`src/sv/rhht_pkg.sv`:
```
// Shared types and constants for the Robin Hood hash table.
// No dependencies; used by the interfaces, controller, datapath and top level.
package rhht_pkg;

  localparam int unsigned KEY_W   = 64;
  localparam int unsigned VALUE_W = 32;
  localparam int unsigned LIMIT_W = 6;
  localparam int unsigned HASH_W  = 32;

  localparam logic [LIMIT_W-1:0] LIMIT_RESET = 6'd24;
  localparam logic [HASH_W-1:0]  FNV_BASIS   = 32'd2166136261;
  localparam logic [HASH_W-1:0]  FNV_PRIME   = 32'd16777619;

  localparam logic [1:0] ACT_GET    = 2'd0;
  localparam logic [1:0] ACT_PUT    = 2'd1;
  localparam logic [1:0] ACT_REMOVE = 2'd2;

  localparam logic [1:0] ST_OK       = 2'd0;
  localparam logic [1:0] ST_NOTFOUND = 2'd1;
  localparam logic [1:0] ST_LIMIT    = 2'd2;
  localparam logic [1:0] ST_NOROOM   = 2'd3;

  typedef enum logic [3:0] {
    OP_NONE,
    OP_CLEAR,
    OP_LOAD,
    OP_HASH,
    OP_MOD,
    OP_FIND_INIT,
    OP_FIND_CHK,
    OP_GET_HIT,
    OP_UPDATE,
    OP_INS_INIT,
    OP_INS_CHK,
    OP_REM_INIT,
    OP_REM_CHK,
    OP_REM_CLR,
    OP_EMIT
  } dp_op_e;

  typedef struct packed {
    dp_op_e     op;
    logic       set_status;
    logic [1:0] status;
  } dp_cmd_t;

  typedef struct packed {
    logic       clr_last;
    logic       hash_last;
    logic       mod_last;
    logic       find_end;
    logic       found;
    logic [1:0] act;
    logic       over_limit;
    logic       full;
    logic       ins_end;
    logic       rem_stop;
    logic       rem_last;
    logic       out_busy;
  } dp_sts_t;

endpackage

```
`src/sv/rhht_req_if.sv`:
```
// Request channel: valid/ready handshake carrying action, key and value.
// Depends on rhht_pkg for field widths.
interface rhht_req_if;
  logic                               valid;
  logic                               ready;
  logic [1:0]                         action;
  logic [rhht_pkg::KEY_W-1:0]         key;
  logic signed [rhht_pkg::VALUE_W-1:0] value;

  modport source (output valid, action, key, value, input ready);
  modport sink   (input valid, action, key, value, output ready);
endinterface

```
`src/sv/rhht_rsp_if.sv`:
```
// Response channel: valid/ready handshake carrying status, value and count.
// Depends on rhht_pkg; count width follows the table capacity.
interface rhht_rsp_if #(
  parameter int unsigned CNT_W = 6
);
  logic                                valid;
  logic                                ready;
  logic [1:0]                          status;
  logic signed [rhht_pkg::VALUE_W-1:0] found_value;
  logic [CNT_W-1:0]                    entry_count;

  modport source (output valid, status, found_value, entry_count, input ready);
  modport sink   (input valid, status, found_value, entry_count, output ready);
endinterface

```
`src/sv/rhht_cfg_if.sv`:
```
// Configuration write channel: valid/ready handshake carrying load_limit.
// Depends on rhht_pkg for the register width.
interface rhht_cfg_if;
  logic                         valid;
  logic                         ready;
  logic [rhht_pkg::LIMIT_W-1:0] data;

  modport source (output valid, data, input ready);
  modport sink   (input valid, data, output ready);
endinterface

```
`src/sv/rhht_ctrl.sv`:
```
// Sequencing state machine for the hash table; issues datapath commands.
// Depends on rhht_pkg for the command and status structs.
module rhht_ctrl (
  input  logic              clk_i,
  input  logic              rst_ni,
  input  logic              req_valid_i,
  output logic              req_ready_o,
  input  rhht_pkg::dp_sts_t sts_i,
  output rhht_pkg::dp_cmd_t cmd_o
);

  localparam logic [3:0] S_CLEAR     = 4'd0;
  localparam logic [3:0] S_IDLE      = 4'd1;
  localparam logic [3:0] S_HASH      = 4'd2;
  localparam logic [3:0] S_MOD       = 4'd3;
  localparam logic [3:0] S_FIND_INIT = 4'd4;
  localparam logic [3:0] S_FIND_WAIT = 4'd5;
  localparam logic [3:0] S_FIND_CHK  = 4'd6;
  localparam logic [3:0] S_DISPATCH  = 4'd7;
  localparam logic [3:0] S_INS_WAIT  = 4'd8;
  localparam logic [3:0] S_INS_CHK   = 4'd9;
  localparam logic [3:0] S_REM_WAIT  = 4'd10;
  localparam logic [3:0] S_REM_CHK   = 4'd11;
  localparam logic [3:0] S_REM_CLR   = 4'd12;
  localparam logic [3:0] S_EMIT      = 4'd13;

  logic [3:0] state_q, state_d;

  always_ff @(posedge clk_i or negedge rst_ni) begin
    if (!rst_ni) begin
      state_q <= S_CLEAR;
    end else begin
      state_q <= state_d;
    end
  end

  always_comb begin
    state_d           = state_q;
    cmd_o.op          = rhht_pkg::OP_NONE;
    cmd_o.set_status  = 1'b0;
    cmd_o.status      = rhht_pkg::ST_OK;
    req_ready_o       = 1'b0;
    unique case (state_q)
      S_CLEAR: begin
        cmd_o.op = rhht_pkg::OP_CLEAR;
        if (sts_i.clr_last) state_d = S_IDLE;
      end
      S_IDLE: begin
        req_ready_o = 1'b1;
        if (req_valid_i) begin
          cmd_o.op = rhht_pkg::OP_LOAD;
          state_d  = S_HASH;
        end
      end
      S_HASH: begin
        cmd_o.op = rhht_pkg::OP_HASH;
        if (sts_i.hash_last) state_d = S_MOD;
      end
      S_MOD: begin
        cmd_o.op = rhht_pkg::OP_MOD;
        if (sts_i.mod_last) state_d = S_FIND_INIT;
      end
      S_FIND_INIT: begin
        cmd_o.op = rhht_pkg::OP_FIND_INIT;
        state_d  = S_FIND_WAIT;
      end
      S_FIND_WAIT: state_d = S_FIND_CHK;
      S_FIND_CHK: begin
        cmd_o.op = rhht_pkg::OP_FIND_CHK;
        state_d  = sts_i.find_end ? S_DISPATCH : S_FIND_WAIT;
      end
      S_DISPATCH: begin
        state_d = S_EMIT;
        unique case (sts_i.act)
          rhht_pkg::ACT_GET: begin
            if (sts_i.found) cmd_o.op = rhht_pkg::OP_GET_HIT;
          end
          rhht_pkg::ACT_PUT: begin
            if (sts_i.over_limit) begin
              cmd_o.set_status = 1'b1;
              cmd_o.status     = rhht_pkg::ST_LIMIT;
            end else if (sts_i.found) begin
              cmd_o.op = rhht_pkg::OP_UPDATE;
            end else if (sts_i.full) begin
              cmd_o.set_status = 1'b1;
              cmd_o.status     = rhht_pkg::ST_NOROOM;
            end else begin
              cmd_o.op = rhht_pkg::OP_INS_INIT;
              state_d  = S_INS_WAIT;
            end
          end
          rhht_pkg::ACT_REMOVE: begin
            if (sts_i.found) begin
              cmd_o.op = rhht_pkg::OP_REM_INIT;
              state_d  = S_REM_WAIT;
            end
          end
          default: state_d = S_EMIT;
        endcase
      end
      S_INS_WAIT: state_d = S_INS_CHK;
      S_INS_CHK: begin
        cmd_o.op = rhht_pkg::OP_INS_CHK;
        state_d  = sts_i.ins_end ? S_EMIT : S_INS_WAIT;
      end
      S_REM_WAIT: state_d = S_REM_CHK;
      S_REM_CHK: begin
        if (sts_i.rem_stop) begin
          state_d = S_EMIT;
        end else begin
          cmd_o.op = rhht_pkg::OP_REM_CHK;
          state_d  = S_REM_CLR;
        end
      end
      S_REM_CLR: begin
        cmd_o.op = rhht_pkg::OP_REM_CLR;
        state_d  = sts_i.rem_last ? S_EMIT : S_REM_WAIT;
      end
      S_EMIT: begin
        if (!sts_i.out_busy) begin
          cmd_o.op = rhht_pkg::OP_EMIT;
          state_d  = S_IDLE;
        end
      end
      default: state_d = S_CLEAR;
    endcase
  end

endmodule

```
`src/sv/rhht_dp.sv`:
```
// Datapath: FNV-1a hash, modulo unit, slot memory, probe and shift registers.
// Depends on rhht_pkg; driven by commands from rhht_ctrl.
module rhht_dp #(
  parameter int unsigned CAPACITY  = 32,
  parameter int unsigned KEY_BYTES = 8
) (
  input  logic                                clk_i,
  input  logic                                rst_ni,
  input  rhht_pkg::dp_cmd_t                   cmd_i,
  output rhht_pkg::dp_sts_t                   sts_o,
  input  logic [1:0]                          req_action_i,
  input  logic [rhht_pkg::KEY_W-1:0]          req_key_i,
  input  logic signed [rhht_pkg::VALUE_W-1:0] req_value_i,
  input  logic                                cfg_valid_i,
  input  logic [rhht_pkg::LIMIT_W-1:0]        cfg_data_i,
  input  logic                                rsp_ready_i,
  output logic                                rsp_valid_o,
  output logic [1:0]                          rsp_status_o,
  output logic signed [rhht_pkg::VALUE_W-1:0] rsp_found_value_o,
  output logic [$clog2(CAPACITY+1)-1:0]       rsp_entry_count_o
);

  localparam int unsigned IW = $clog2(CAPACITY);
  localparam int unsigned CW = $clog2(CAPACITY + 1);
  localparam int unsigned LW = (CW > rhht_pkg::LIMIT_W) ? CW : rhht_pkg::LIMIT_W;
  localparam int unsigned KW = rhht_pkg::KEY_W;
  localparam int unsigned VW = rhht_pkg::VALUE_W;
  localparam int unsigned HW = rhht_pkg::HASH_W;
  localparam logic [IW-1:0] LAST_IDX = IW'(CAPACITY - 1);
  // Reciprocal of CAPACITY scaled by 2^SH, rounded up; exact for any 32-bit hash
  localparam int unsigned SH = HW + IW;
  localparam int unsigned PW = HW + 34;
  localparam logic [63:0] RECIP = ((64'd1 << SH) + 64'(CAPACITY) - 64'd1) / 64'(CAPACITY);

  // Slot memory
  logic          mem_v   [CAPACITY];
  logic [KW-1:0] mem_k   [CAPACITY];
  logic [VW-1:0] mem_val [CAPACITY];
  logic [IW-1:0] mem_d   [CAPACITY];

  logic          we;
  logic [IW-1:0] wa;
  logic          wv;
  logic [KW-1:0] wk;
  logic [VW-1:0] wval;
  logic [IW-1:0] wd;

  logic          rd_v_q;
  logic [KW-1:0] rd_k_q;
  logic [VW-1:0] rd_val_q;
  logic [IW-1:0] rd_d_q;

  // Work registers
  logic [IW-1:0]              clr_q, clr_d;
  logic [1:0]                 act_q, act_d;
  logic [KW-1:0]              key_q, key_d;
  logic [VW-1:0]              val_q, val_d;
  logic [rhht_pkg::HASH_W-1:0] hash_q, hash_d;
  logic [2:0]                 byte_n_q, byte_n_d;
  logic [4:0]                 bit_n_q, bit_n_d;
  logic [HW-1:0]              quo_q, quo_d;
  logic [IW-1:0]              rem_q, rem_d;
  logic [IW-1:0]              idx_q, idx_d;
  logic [IW-1:0]              prev_q, prev_d;
  logic [IW-1:0]              i_q, i_d;
  logic                       found_q, found_d;
  logic [IW-1:0]              pos_q, pos_d;
  logic [VW-1:0]              pos_val_q, pos_val_d;
  logic [IW-1:0]              pos_dist_q, pos_dist_d;
  logic [KW-1:0]              ck_q, ck_d;
  logic [VW-1:0]              cv_q, cv_d;
  logic [IW:0]                cd_q, cd_d;
  logic [1:0]                 res_status_q, res_status_d;
  logic [VW-1:0]              res_fval_q, res_fval_d;
  logic [CW-1:0]              count_q, count_d;
  logic [rhht_pkg::LIMIT_W-1:0] limit_q, limit_d;
  logic                       rsp_valid_q, rsp_valid_d;
  logic [1:0]                 rsp_status_q, rsp_status_d;
  logic [VW-1:0]              rsp_fval_q, rsp_fval_d;
  logic [CW-1:0]              rsp_count_q, rsp_count_d;

  logic [7:0]                 hbyte;
  logic [63:0]                prod;
  logic [PW-1:0]              mulp;
  logic                       f_miss;
  logic                       f_hit;

  function automatic logic [IW-1:0] nxt(input logic [IW-1:0] a);
    return (a == LAST_IDX) ? '0 : a + IW'(1);
  endfunction

  // Keep bytes up to the first zero byte and below KEY_BYTES
  function automatic logic [KW-1:0] norm_key(input logic [KW-1:0] k);
    logic [KW-1:0] r;
    logic          live;
    r    = '0;
    live = 1'b1;
    for (int b = 0; b < 8; b++) begin
      if (b >= KEY_BYTES || k[8*b +: 8] == 8'd0) live = 1'b0;
      if (live) r[8*b +: 8] = k[8*b +: 8];
    end
    return r;
  endfunction

  always_ff @(posedge clk_i) begin
    if (we) begin
      mem_v[wa]   <= wv;
      mem_k[wa]   <= wk;
      mem_val[wa] <= wval;
      mem_d[wa]   <= wd;
    end
    rd_v_q   <= mem_v[idx_q];
    rd_k_q   <= mem_k[idx_q];
    rd_val_q <= mem_val[idx_q];
    rd_d_q   <= mem_d[idx_q];
  end

  always_ff @(posedge clk_i or negedge rst_ni) begin
    if (!rst_ni) begin
      clr_q       <= '0;
      count_q     <= '0;
      limit_q     <= rhht_pkg::LIMIT_RESET;
      rsp_valid_q <= 1'b0;
    end else begin
      clr_q       <= clr_d;
      count_q     <= count_d;
      limit_q     <= limit_d;
      rsp_valid_q <= rsp_valid_d;
    end
  end

  always_ff @(posedge clk_i) begin
    act_q        <= act_d;
    key_q        <= key_d;
    val_q        <= val_d;
    hash_q       <= hash_d;
    byte_n_q     <= byte_n_d;
    bit_n_q      <= bit_n_d;
    quo_q        <= quo_d;
    rem_q        <= rem_d;
    idx_q        <= idx_d;
    prev_q       <= prev_d;
    i_q          <= i_d;
    found_q      <= found_d;
    pos_q        <= pos_d;
    pos_val_q    <= pos_val_d;
    pos_dist_q   <= pos_dist_d;
    ck_q         <= ck_d;
    cv_q         <= cv_d;
    cd_q         <= cd_d;
    res_status_q <= res_status_d;
    res_fval_q   <= res_fval_d;
    rsp_status_q <= rsp_status_d;
    rsp_fval_q   <= rsp_fval_d;
    rsp_count_q  <= rsp_count_d;
  end

  assign hbyte  = key_q[8*byte_n_q +: 8];
  assign prod   = 64'(hash_q ^ {24'd0, hbyte}) * 64'(rhht_pkg::FNV_PRIME);
  assign mulp   = PW'(hash_q) * PW'(RECIP);
  assign f_miss = !rd_v_q || (rd_d_q < i_q);
  assign f_hit  = !f_miss && (rd_k_q == key_q);

  always_comb begin
    clr_d        = clr_q;
    act_d        = act_q;
    key_d        = key_q;
    val_d        = val_q;
    hash_d       = hash_q;
    byte_n_d     = byte_n_q;
    bit_n_d      = bit_n_q;
    quo_d        = quo_q;
    rem_d        = rem_q;
    idx_d        = idx_q;
    prev_d       = prev_q;
    i_d          = i_q;
    found_d      = found_q;
    pos_d        = pos_q;
    pos_val_d    = pos_val_q;
    pos_dist_d   = pos_dist_q;
    ck_d         = ck_q;
    cv_d         = cv_q;
    cd_d         = cd_q;
    res_status_d = cmd_i.set_status ? cmd_i.status : res_status_q;
    res_fval_d   = res_fval_q;
    count_d      = count_q;
    limit_d      = cfg_valid_i ? cfg_data_i : limit_q;
    rsp_valid_d  = rsp_valid_q && !rsp_ready_i;
    rsp_status_d = rsp_status_q;
    rsp_fval_d   = rsp_fval_q;
    rsp_count_d  = rsp_count_q;
    we           = 1'b0;
    wa           = idx_q;
    wv           = 1'b0;
    wk           = '0;
    wval         = '0;
    wd           = '0;

    unique case (cmd_i.op)
      rhht_pkg::OP_CLEAR: begin
        we    = 1'b1;
        wa    = clr_q;
        clr_d = nxt(clr_q);
      end
      rhht_pkg::OP_LOAD: begin
        act_d        = req_action_i;
        key_d        = norm_key(req_key_i);
        val_d        = req_value_i;
        hash_d       = rhht_pkg::FNV_BASIS;
        byte_n_d     = '0;
        bit_n_d      = '0;
        rem_d        = '0;
        found_d      = 1'b0;
        res_status_d = rhht_pkg::ST_NOTFOUND;
        res_fval_d   = '0;
      end
      rhht_pkg::OP_HASH: begin
        // Zero bytes only follow the end of the key after normalization
        if (hbyte != 8'd0) hash_d = prod[31:0];
        byte_n_d = byte_n_q + 3'd1;
      end
      rhht_pkg::OP_MOD: begin
        // Quotient by reciprocal multiply first, then subtract back
        if (bit_n_q == 5'd0) begin
          quo_d = HW'(mulp >> SH);
        end else begin
          rem_d = IW'(hash_q - HW'(quo_q * HW'(CAPACITY)));
        end
        bit_n_d = bit_n_q + 5'd1;
      end
      rhht_pkg::OP_FIND_INIT: begin
        idx_d = rem_q;
        i_d   = '0;
      end
      rhht_pkg::OP_FIND_CHK: begin
        if (f_hit) begin
          found_d    = 1'b1;
          pos_d      = idx_q;
          pos_val_d  = rd_val_q;
          pos_dist_d = rd_d_q;
        end else if (!f_miss) begin
          idx_d = nxt(idx_q);
          i_d   = i_q + IW'(1);
        end
      end
      rhht_pkg::OP_GET_HIT: begin
        res_status_d = rhht_pkg::ST_OK;
        res_fval_d   = pos_val_q;
      end
      rhht_pkg::OP_UPDATE: begin
        we           = 1'b1;
        wa           = pos_q;
        wv           = 1'b1;
        wk           = key_q;
        wval         = val_q;
        wd           = pos_dist_q;
        res_status_d = rhht_pkg::ST_OK;
      end
      rhht_pkg::OP_INS_INIT: begin
        idx_d = rem_q;
        i_d   = '0;
        ck_d  = key_q;
        cv_d  = val_q;
        cd_d  = '0;
      end
      rhht_pkg::OP_INS_CHK: begin
        if (!rd_v_q) begin
          we           = 1'b1;
          wv           = 1'b1;
          wk           = ck_q;
          wval         = cv_q;
          wd           = IW'(cd_q);
          count_d      = count_q + CW'(1);
          res_status_d = rhht_pkg::ST_OK;
        end else begin
          if (cd_q > {1'b0, rd_d_q}) begin
            // Swap with the richer entry and carry it on
            we   = 1'b1;
            wv   = 1'b1;
            wk   = ck_q;
            wval = cv_q;
            wd   = IW'(cd_q);
            ck_d = rd_k_q;
            cv_d = rd_val_q;
            cd_d = {1'b0, rd_d_q} + (IW+1)'(1);
          end else begin
            cd_d = cd_q + (IW+1)'(1);
          end
          idx_d = nxt(idx_q);
          i_d   = i_q + IW'(1);
          if (i_q == LAST_IDX) res_status_d = rhht_pkg::ST_NOROOM;
        end
      end
      rhht_pkg::OP_REM_INIT: begin
        we           = 1'b1;
        wa           = pos_q;
        count_d      = count_q - CW'(1);
        prev_d       = pos_q;
        idx_d        = nxt(pos_q);
        i_d          = IW'(1);
        res_status_d = rhht_pkg::ST_OK;
      end
      rhht_pkg::OP_REM_CHK: begin
        we   = 1'b1;
        wa   = prev_q;
        wv   = 1'b1;
        wk   = rd_k_q;
        wval = rd_val_q;
        wd   = rd_d_q - IW'(1);
      end
      rhht_pkg::OP_REM_CLR: begin
        we     = 1'b1;
        prev_d = idx_q;
        idx_d  = nxt(idx_q);
        i_d    = i_q + IW'(1);
      end
      rhht_pkg::OP_EMIT: begin
        rsp_valid_d  = 1'b1;
        rsp_status_d = res_status_q;
        rsp_fval_d   = res_fval_q;
        rsp_count_d  = count_q;
      end
      default: ;
    endcase
  end

  assign sts_o.clr_last   = (clr_q == LAST_IDX);
  assign sts_o.hash_last  = (byte_n_q == 3'd7);
  assign sts_o.mod_last   = (bit_n_q == 5'd1);
  assign sts_o.find_end   = f_miss || f_hit || (i_q == LAST_IDX);
  assign sts_o.found      = found_q;
  assign sts_o.act        = act_q;
  assign sts_o.over_limit = (LW'(count_q) >= LW'(limit_q));
  assign sts_o.full       = (count_q == CW'(CAPACITY));
  assign sts_o.ins_end    = !rd_v_q || (i_q == LAST_IDX);
  assign sts_o.rem_stop   = !rd_v_q || (rd_d_q == '0);
  assign sts_o.rem_last   = (i_q == LAST_IDX);
  assign sts_o.out_busy   = rsp_valid_q && !rsp_ready_i;

  assign rsp_valid_o       = rsp_valid_q;
  assign rsp_status_o      = rsp_status_q;
  assign rsp_found_value_o = rsp_fval_q;
  assign rsp_entry_count_o = rsp_count_q;

endmodule

```
`src/sv/robin_hood_hash_table.sv`:
```
// Robin Hood hash table with backward-shift deletion: top level.
// Depends on rhht_pkg, the three channel interfaces, rhht_ctrl and rhht_dp.
//
// Usage: send one request word (action get/put/remove, key, value) on req_i;
// one response word (status, found_value, entry_count) comes back on rsp_o
// for each request, in order. cfg_i writes load_limit and is always ready;
// write it only while no request is in flight.
// Each request passes a load step, the FNV-1a hash of its key one byte at a
// time through the 32x32 multiplier, a modulo step (reciprocal multiply, then
// subtract back), a read and check of each probed slot through the slot memory
// (plus a rewrite of each shifted slot on remove), then a dispatch step and an
// emit step; the probe walk can span up to CAPACITY slots.
// One request is worked on at a time; req_i is ready again as soon as the
// response sits in the output register, even while the receiver stalls.
// A stalled response holds the controller in its final step until taken.
// Reset: load_limit returns to 24, the count to zero, and a clearing pass
// invalidates every slot; req_i stays low meanwhile.
module robin_hood_hash_table #(
  parameter int unsigned CAPACITY  = 32,
  parameter int unsigned KEY_BYTES = 8
) (
  input  logic        clk_i,
  input  logic        rst_ni,
  rhht_req_if.sink    req_i,
  rhht_rsp_if.source  rsp_o,
  rhht_cfg_if.sink    cfg_i
);

  rhht_pkg::dp_cmd_t cmd;
  rhht_pkg::dp_sts_t sts;

  // Config register takes a word on any cycle
  assign cfg_i.ready = 1'b1;

  rhht_ctrl u_ctrl (
    .clk_i       (clk_i),
    .rst_ni      (rst_ni),
    .req_valid_i (req_i.valid),
    .req_ready_o (req_i.ready),
    .sts_i       (sts),
    .cmd_o       (cmd)
  );

  rhht_dp #(
    .CAPACITY  (CAPACITY),
    .KEY_BYTES (KEY_BYTES)
  ) u_dp (
    .clk_i             (clk_i),
    .rst_ni            (rst_ni),
    .cmd_i             (cmd),
    .sts_o             (sts),
    .req_action_i      (req_i.action),
    .req_key_i         (req_i.key),
    .req_value_i       (req_i.value),
    .cfg_valid_i       (cfg_i.valid),
    .cfg_data_i        (cfg_i.data),
    .rsp_ready_i       (rsp_o.ready),
    .rsp_valid_o       (rsp_o.valid),
    .rsp_status_o      (rsp_o.status),
    .rsp_found_value_o (rsp_o.found_value),
    .rsp_entry_count_o (rsp_o.entry_count)
  );

endmodule

```
`src/flat_wrapper.sv`:
```
// flat-port wrapper written by rule: the top's interface ports become plain ports
module robin_hood_hash_table_flat 
#(
  parameter int unsigned CAPACITY  = 32,
  parameter int unsigned KEY_BYTES = 8
)
  (clk_i, rst_ni, req_i_valid, req_i_action, req_i_key, req_i_value, req_i_ready, rsp_o_valid, rsp_o_status, rsp_o_found_value, rsp_o_entry_count, rsp_o_ready, cfg_i_valid, cfg_i_data, cfg_i_ready);
  rhht_req_if req_i_i ();
  rhht_rsp_if #(.CNT_W(6)) rsp_o_i ();
  rhht_cfg_if cfg_i_i ();
  input  logic clk_i;
  input  logic rst_ni;
  input wire logic [$bits(req_i_i.valid)-1:0] req_i_valid;
  input wire logic [$bits(req_i_i.action)-1:0] req_i_action;
  input wire logic [$bits(req_i_i.key)-1:0] req_i_key;
  input wire logic [$bits(req_i_i.value)-1:0] req_i_value;
  output wire logic [$bits(req_i_i.ready)-1:0] req_i_ready;
  output wire logic [$bits(rsp_o_i.valid)-1:0] rsp_o_valid;
  output wire logic [$bits(rsp_o_i.status)-1:0] rsp_o_status;
  output wire logic [$bits(rsp_o_i.found_value)-1:0] rsp_o_found_value;
  output wire logic [$bits(rsp_o_i.entry_count)-1:0] rsp_o_entry_count;
  input wire logic [$bits(rsp_o_i.ready)-1:0] rsp_o_ready;
  input wire logic [$bits(cfg_i_i.valid)-1:0] cfg_i_valid;
  input wire logic [$bits(cfg_i_i.data)-1:0] cfg_i_data;
  output wire logic [$bits(cfg_i_i.ready)-1:0] cfg_i_ready;
  assign req_i_i.valid = req_i_valid;
  assign req_i_i.action = req_i_action;
  assign req_i_i.key = req_i_key;
  assign req_i_i.value = req_i_value;
  assign req_i_ready = req_i_i.ready;
  assign rsp_o_valid = rsp_o_i.valid;
  assign rsp_o_status = rsp_o_i.status;
  assign rsp_o_found_value = rsp_o_i.found_value;
  assign rsp_o_entry_count = rsp_o_i.entry_count;
  assign rsp_o_i.ready = rsp_o_ready;
  assign cfg_i_i.valid = cfg_i_valid;
  assign cfg_i_i.data = cfg_i_data;
  assign cfg_i_ready = cfg_i_i.ready;
  robin_hood_hash_table #(.CAPACITY(CAPACITY), .KEY_BYTES(KEY_BYTES)) u_core (.clk_i(clk_i), .rst_ni(rst_ni), .req_i(req_i_i), .rsp_o(rsp_o_i), .cfg_i(cfg_i_i));
endmodule
```
`config.mk`:
```
export PLATFORM = sky130hd
export DESIGN_NAME = robin_hood_hash_table_flat
export DESIGN_NICKNAME = d
export VERILOG_FILES = /design/src/sv/rhht_pkg.sv /design/src/sv/rhht_req_if.sv /design/src/sv/rhht_rsp_if.sv /design/src/sv/rhht_cfg_if.sv /design/src/sv/rhht_ctrl.sv /design/src/sv/rhht_dp.sv /design/src/sv/robin_hood_hash_table.sv /design/src/flat_wrapper.sv
export SDC_FILE = /design/constraint.sdc
export NUM_CORES = 2
export LEC_CHECK = 0
export CAP_MARGIN = 15
export CORE_ASPECT_RATIO = 0.5
export CORE_UTILIZATION = 54
export CTS_CLUSTER_DIAMETER = 40
export CTS_CLUSTER_SIZE = 30
export DETAILED_ROUTE_END_ITERATION = 6
export DONT_BUFFER_PORTS = 1
export HOLD_SLACK_MARGIN = 0.02
export PLACE_DENSITY = 0.72
export RECOVER_POWER = 25
export SLEW_MARGIN = 10
export SYNTH_ARGS = -nofsm -noshare
export SYNTH_HDL_FRONTEND = slang
export SYNTH_SLANG_ARGS = --single-unit
```
`constraint.sdc`:
```
create_clock -name clk_i -period 20.5 [get_ports clk_i]
set_input_delay 4.1 -clock clk_i [delete_from_list [all_inputs] [get_ports clk_i]]
set_output_delay 4.1 -clock clk_i [all_outputs]
set_load 0.02 [all_outputs]
```
==> reports/summary.log <==
qor: outcome.run_status finished with violations
qor: outcome.failing_checks design-rule violations, max-capacitance violations, max-slew violations
qor: synth.synth_nets 7,208
qor: route.vias 74,290
qor: worst_setup_path.cp-end-kind register
qor: sta.fin_crit 15.13 ns
qor: worst_setup_path.cp_slowest_stage_delay 6.21 ns
qor: clock_network.clk_root_buffer_cell sky130_fd_sc_hd__clkbuf_16
qor: sta.slew_headroom -490.9%
qor: clock_network.clock_latency 0.88 ns
qor: synth.netlist_area 144,500 µm²
qor: worst_setup_path.r2r_slack 6.87 ns
qor: final_layout.commonest_non_fill_non_tap_cell_in_the_layout sky130_fd_sc_hd__edfxtp_1
qor: worst_setup_path.critical_path.max_fanout 103
qor: floorplanning.floorplan.core_area 264,400 µm²
qor: final_layout.area_growth 9.710%
qor: route.post_drt_wl_per_cell 35.05 µm
qor: sta.setup-violations-final 0
qor: synth.synth_sequential_area_ratio 76.90%
qor: clock_network.post_cts.repair.setup_buffers 0
qor: route.drc 1
qor: global_route.met3_usage 6.294%
qor: synth.ys_ff_latch 3,738
qor: floorplanning.ioPinCount 152
qor: final_layout.nNetsFinal 7,288
qor: synth.yosys.cell_types.count 94
qor: clock_network.cts.reportedPaths.clkPinSlew 0.08 ns
qor: clock_network.ctsHtreeMaxLevel 5
qor: sta.tightest_slew 8.864 ns
qor: route.detail_route.first_pass.iterations 7
qor: route.viasPerCell 6.835
qor: global_route.first_global_vias 71,560
qor: clock_network.cts_inserted_buffers 279
qor: placement.port_buffers 0
qor: clock_network.postCtsResizedCells 0
qor: clock_network.hold_buffers 0
qor: run.maxCapViolCount 56
qor: sta.timing.fmax 66.08 MHz
qor: sta.unrepaired_setup_endpoints_after_global_routing false
qor: power.power 14.08 mW
qor: worst_setup_path.setup.worst_path.start_class input port
qor: placement.detailed_place_hpwl 210,800 µm
qor: final_layout.num-fill-cells 18,050
qor: power.power_density 88.85 nW/µm²
qor: hold_path.holdCritPathClass register to register
qor: sta.timing_hold_violations_final 0
qor: final_layout.drive_gt1_share 19.85%
qor: synth.yosysWarnings 0
qor: synth.synth_ff_type sky130_fd_sc_hd__edfxtp_1
qor: global_route.groute.layer.met2.usage 41.75%
qor: floorplanning.number_of_placement_rows 133
qor: global_route.grt_first_pass_wirelength 536,200 µm
qor: sta.period_share 73.82%
qor: placement.finalWeightedCongestion 0.8872
qor: worst_setup_path.critPathMostFrequentCell sky130_fd_sc_hd__buf_4
qor: worst_setup_path.reg2reg_depth 13
qor: worst_setup_path.setup.worst_path.end u_core.u_dp.mem_k[22][39]
qor: global_route.globalRoute.totalOverflow 0
qor: global_route.grt_util_met1 41.39%
qor: sta.clock_skew 0.04917 ns
qor: synth.postSynthAreaPerCell 20.48 µm²
qor: worst_setup_path.rr_startpoint u_core.u_dp.count_q[4]
qor: worst_setup_path.setup.worst_path.start rsp_o_ready
qor: worst_setup_path.worst_path_max_delay_cell sky130_fd_sc_hd__clkbuf_1
qor: power.vdd.ir_drop.worst 59.68 µV
qor: worst_setup_path.worstPathCellList nor2b_1 -> a211oi_1 -> a211oi_4 -> nand2b_1 -> a2111oi_4 -> clkbuf_1 -> o21a_1 -> o22ai_2 -> nor2_4 -> buf_4 -> buf_4
qor: global_route.antenna_found_initial 21
qor: final_layout.final_design_area_no_fill 158,500 µm²
qor: floorplanning.dieHeight 367.8 µm
qor: placement.placedInstanceArea 149,200 µm²
qor: worst_setup_path.cp_data_required_time 20.97 ns
qor: clock_network.tritoncts yes
qor: hold_path.worstHoldPathCells 0
qor: synth.async_reset_ff_share 0.5886%
qor: route.drtAntennaViolNets 0
qor: worst_setup_path.timing.rr.end u_core.u_dp.mem_k[22][39]
qor: synth.syn_inst 7,054
qor: power.leakagePower 40.78 nW
qor: synth.number_of_synthesized_flops_with_an_enable_pin 3,612
qor: sta.timing.setup.tns 0 ns
qor: route.detail_route.wirelength 380,900 µm
qor: worst_setup_path.path_type_of_the_worst_setup_path input port to register
qor: global_route.grt_start_max_net_pins 128
qor: global_route.groute.usage.overall 27.94%
qor: clock_network.clock_tree.buffer_depth 4
qor: floorplanning.initial_utilization 54.64%
qor: worst_setup_path.critPathArrivalTime 15.60 ns
qor: floorplanning.die_area 269,800 µm²
qor: final_layout.finalCoreUtilization 59.94%
qor: floorplanning.die_x 733.5 µm
qor: route.drt_first_iter_violations 12,670
qor: global_route.gr-max-usage-layer met2
qor: sta.drv_slew 1,915
qor: final_layout.most-common-layout-cells sky130_fd_sc_hd__edfxtp_1, sky130_fd_sc_hd__mux4_2, sky130_fd_sc_hd__nand2_1
qor: clock_network.clock_sink_count 3,738
[layout make-up]
type | count | area [µm²] | area share (%)
diodes | 5 | 12.51 | 0.007894
clock buffers | 320 | 7483 | 4.721
clock inverters | 181 | 2218 | 1.400
inverters | 131 | 500.5 | 0.3157
multi-input cells | 2799 | 31470 | 19.85
flip-flops and latches | 3738 | 111100 | 70.09
well taps | 3510 | 4392 | 2.771
repair buffers | 185 | 1334 | 0.8415
[report_power, final]
group          internal [mW]  total (mW)  leakage, nW  switching (mW)
Clock                   2.96        5.84         4.71            2.88
Sequential              8.24        8.24         26.8        0.000397
Combinational        0.00430      0.0102         9.32         0.00593
[worst min path at each step]
stage	startpoint	to
global placement	u_core.u_dp.res_fval_q[30]	u_core.u_dp.rsp_found_value_o[30]
floorplan	u_core.u_dp.res_fval_q[0]	u_core.u_dp.rsp_found_value_o[0]
finish	u_core.u_dp.res_fval_q[31]	u_core.u_dp.rsp_found_value_o[31]
global route	u_core.u_dp.res_fval_q[31]	u_core.u_dp.rsp_found_value_o[31]
CTS	u_core.u_dp.res_fval_q[31]	u_core.u_dp.rsp_found_value_o[31]
detailed placement	u_core.u_dp.res_fval_q[25]	u_core.u_dp.rsp_found_value_o[25]
[flip-flops by register name, indices dropped and copies added, names as in the netlist, 6 cells and up]
register,count
u_core.u_dp.ck_q,64
u_core.u_dp.mem_d,160
u_core.u_dp.rd_val_q,32
u_core.u_dp.rsp_found_value_o,32
u_core.u_dp.mem_val,1024
u_core.u_dp.mem_k,2048
u_core.u_dp.cv_q,32
u_core.u_dp.res_fval_q,32
u_core.u_dp.mem_v,32
u_core.u_dp.rsp_entry_count_o,6
u_core.u_dp.val_q,32
u_core.u_dp.key_q,64
u_core.u_dp.rd_k_q,64
u_core.u_dp.pos_val_q,32
u_core.u_dp.count_q,6
u_core.u_dp.cd_q,6
u_core.u_dp.limit_q,6
[synthesized netlist by cell type, types with 27 or more instances]
cell / instances / area (µm²)
sky130_fd_sc_hd__a211oi_1: 37 / 277.8
sky130_fd_sc_hd__nor3_1: 28 / 140.1
sky130_fd_sc_hd__and2_1: 104 / 650.6
sky130_fd_sc_hd__nand2_1: 519 / 1948
sky130_fd_sc_hd__xor2_1: 69 / 604.3
sky130_fd_sc_hd__mux2_2: 27 / 304.0
sky130_fd_sc_hd__mux4_2: 768 / 17300
sky130_fd_sc_hd__o221ai_1: 185 / 1620
sky130_fd_sc_hd__buf_2: 79 / 395.4
sky130_fd_sc_hd__a222oi_1: 97 / 970.9
sky130_fd_sc_hd__inv_1: 129 / 484.2
sky130_fd_sc_hd__dfxtp_1: 104 / 2082
sky130_fd_sc_hd__o21ai_0: 125 / 625.6
sky130_fd_sc_hd__clkbuf_1: 207 / 777.0
sky130_fd_sc_hd__nor2_1: 96 / 360.4
sky130_fd_sc_hd__a21oi_1: 67 / 335.3
sky130_fd_sc_hd__o22ai_1: 78 / 488.0
sky130_fd_sc_hd__buf_1: 96 / 360.4
sky130_fd_sc_hd__ha_1: 44 / 550.5
sky130_fd_sc_hd__nor4_1: 34 / 212.7
sky130_fd_sc_hd__edfxtp_1: 3612 / 108500
sky130_fd_sc_hd__mux2i_1: 317 / 3173
[worst max-delay path, delay by kind of cell]
family | cells | cell delay [ns]
AO/OA/AOI/OAI | 5 | 2.18
AND/OR/NAND/NOR | 3 | 1.41
buffers and inverters | 3 | 7.79
[stage by stage]
step / hold WS, ns / cells / worst slack [ns]
2_1_floorplan: 0.4003 / 7054 / 6.994
3_3_place_gp: 0.4013 / 10360 / 10.38
3_5_place_dp: 0.4045 / 10360 / 10.34
4_1_cts: 0.4167 / 10860 / 11.23
5_1_grt: 0.4225 / 10870 / 5.704
6_report: 0.4118 / 10870 / 5.368
[routing by layer]
metal  up-vias  share of wire, %
met5         -             0.034
met4        20               3.7
met3       733                13
met2      5419                45
met1     38800                38
li1      29310                 -
[cells by family (layout without fill, tap and decap cells)]
group           Yosys count  in the layout  share of synthesized area (%)
simple gates            863            863                          2.711
compound gates          683            683                          3.616
xor+xnor                 94             94                         0.5698
mux                    1112           1112                          14.38
flops                  3738           3738                          76.90
other cells               1              6                       0.002596
buf+inv                 517            817                          1.423
fa+ha+maj                46             46                         0.4018
Power figures use the tool's default switching activity.
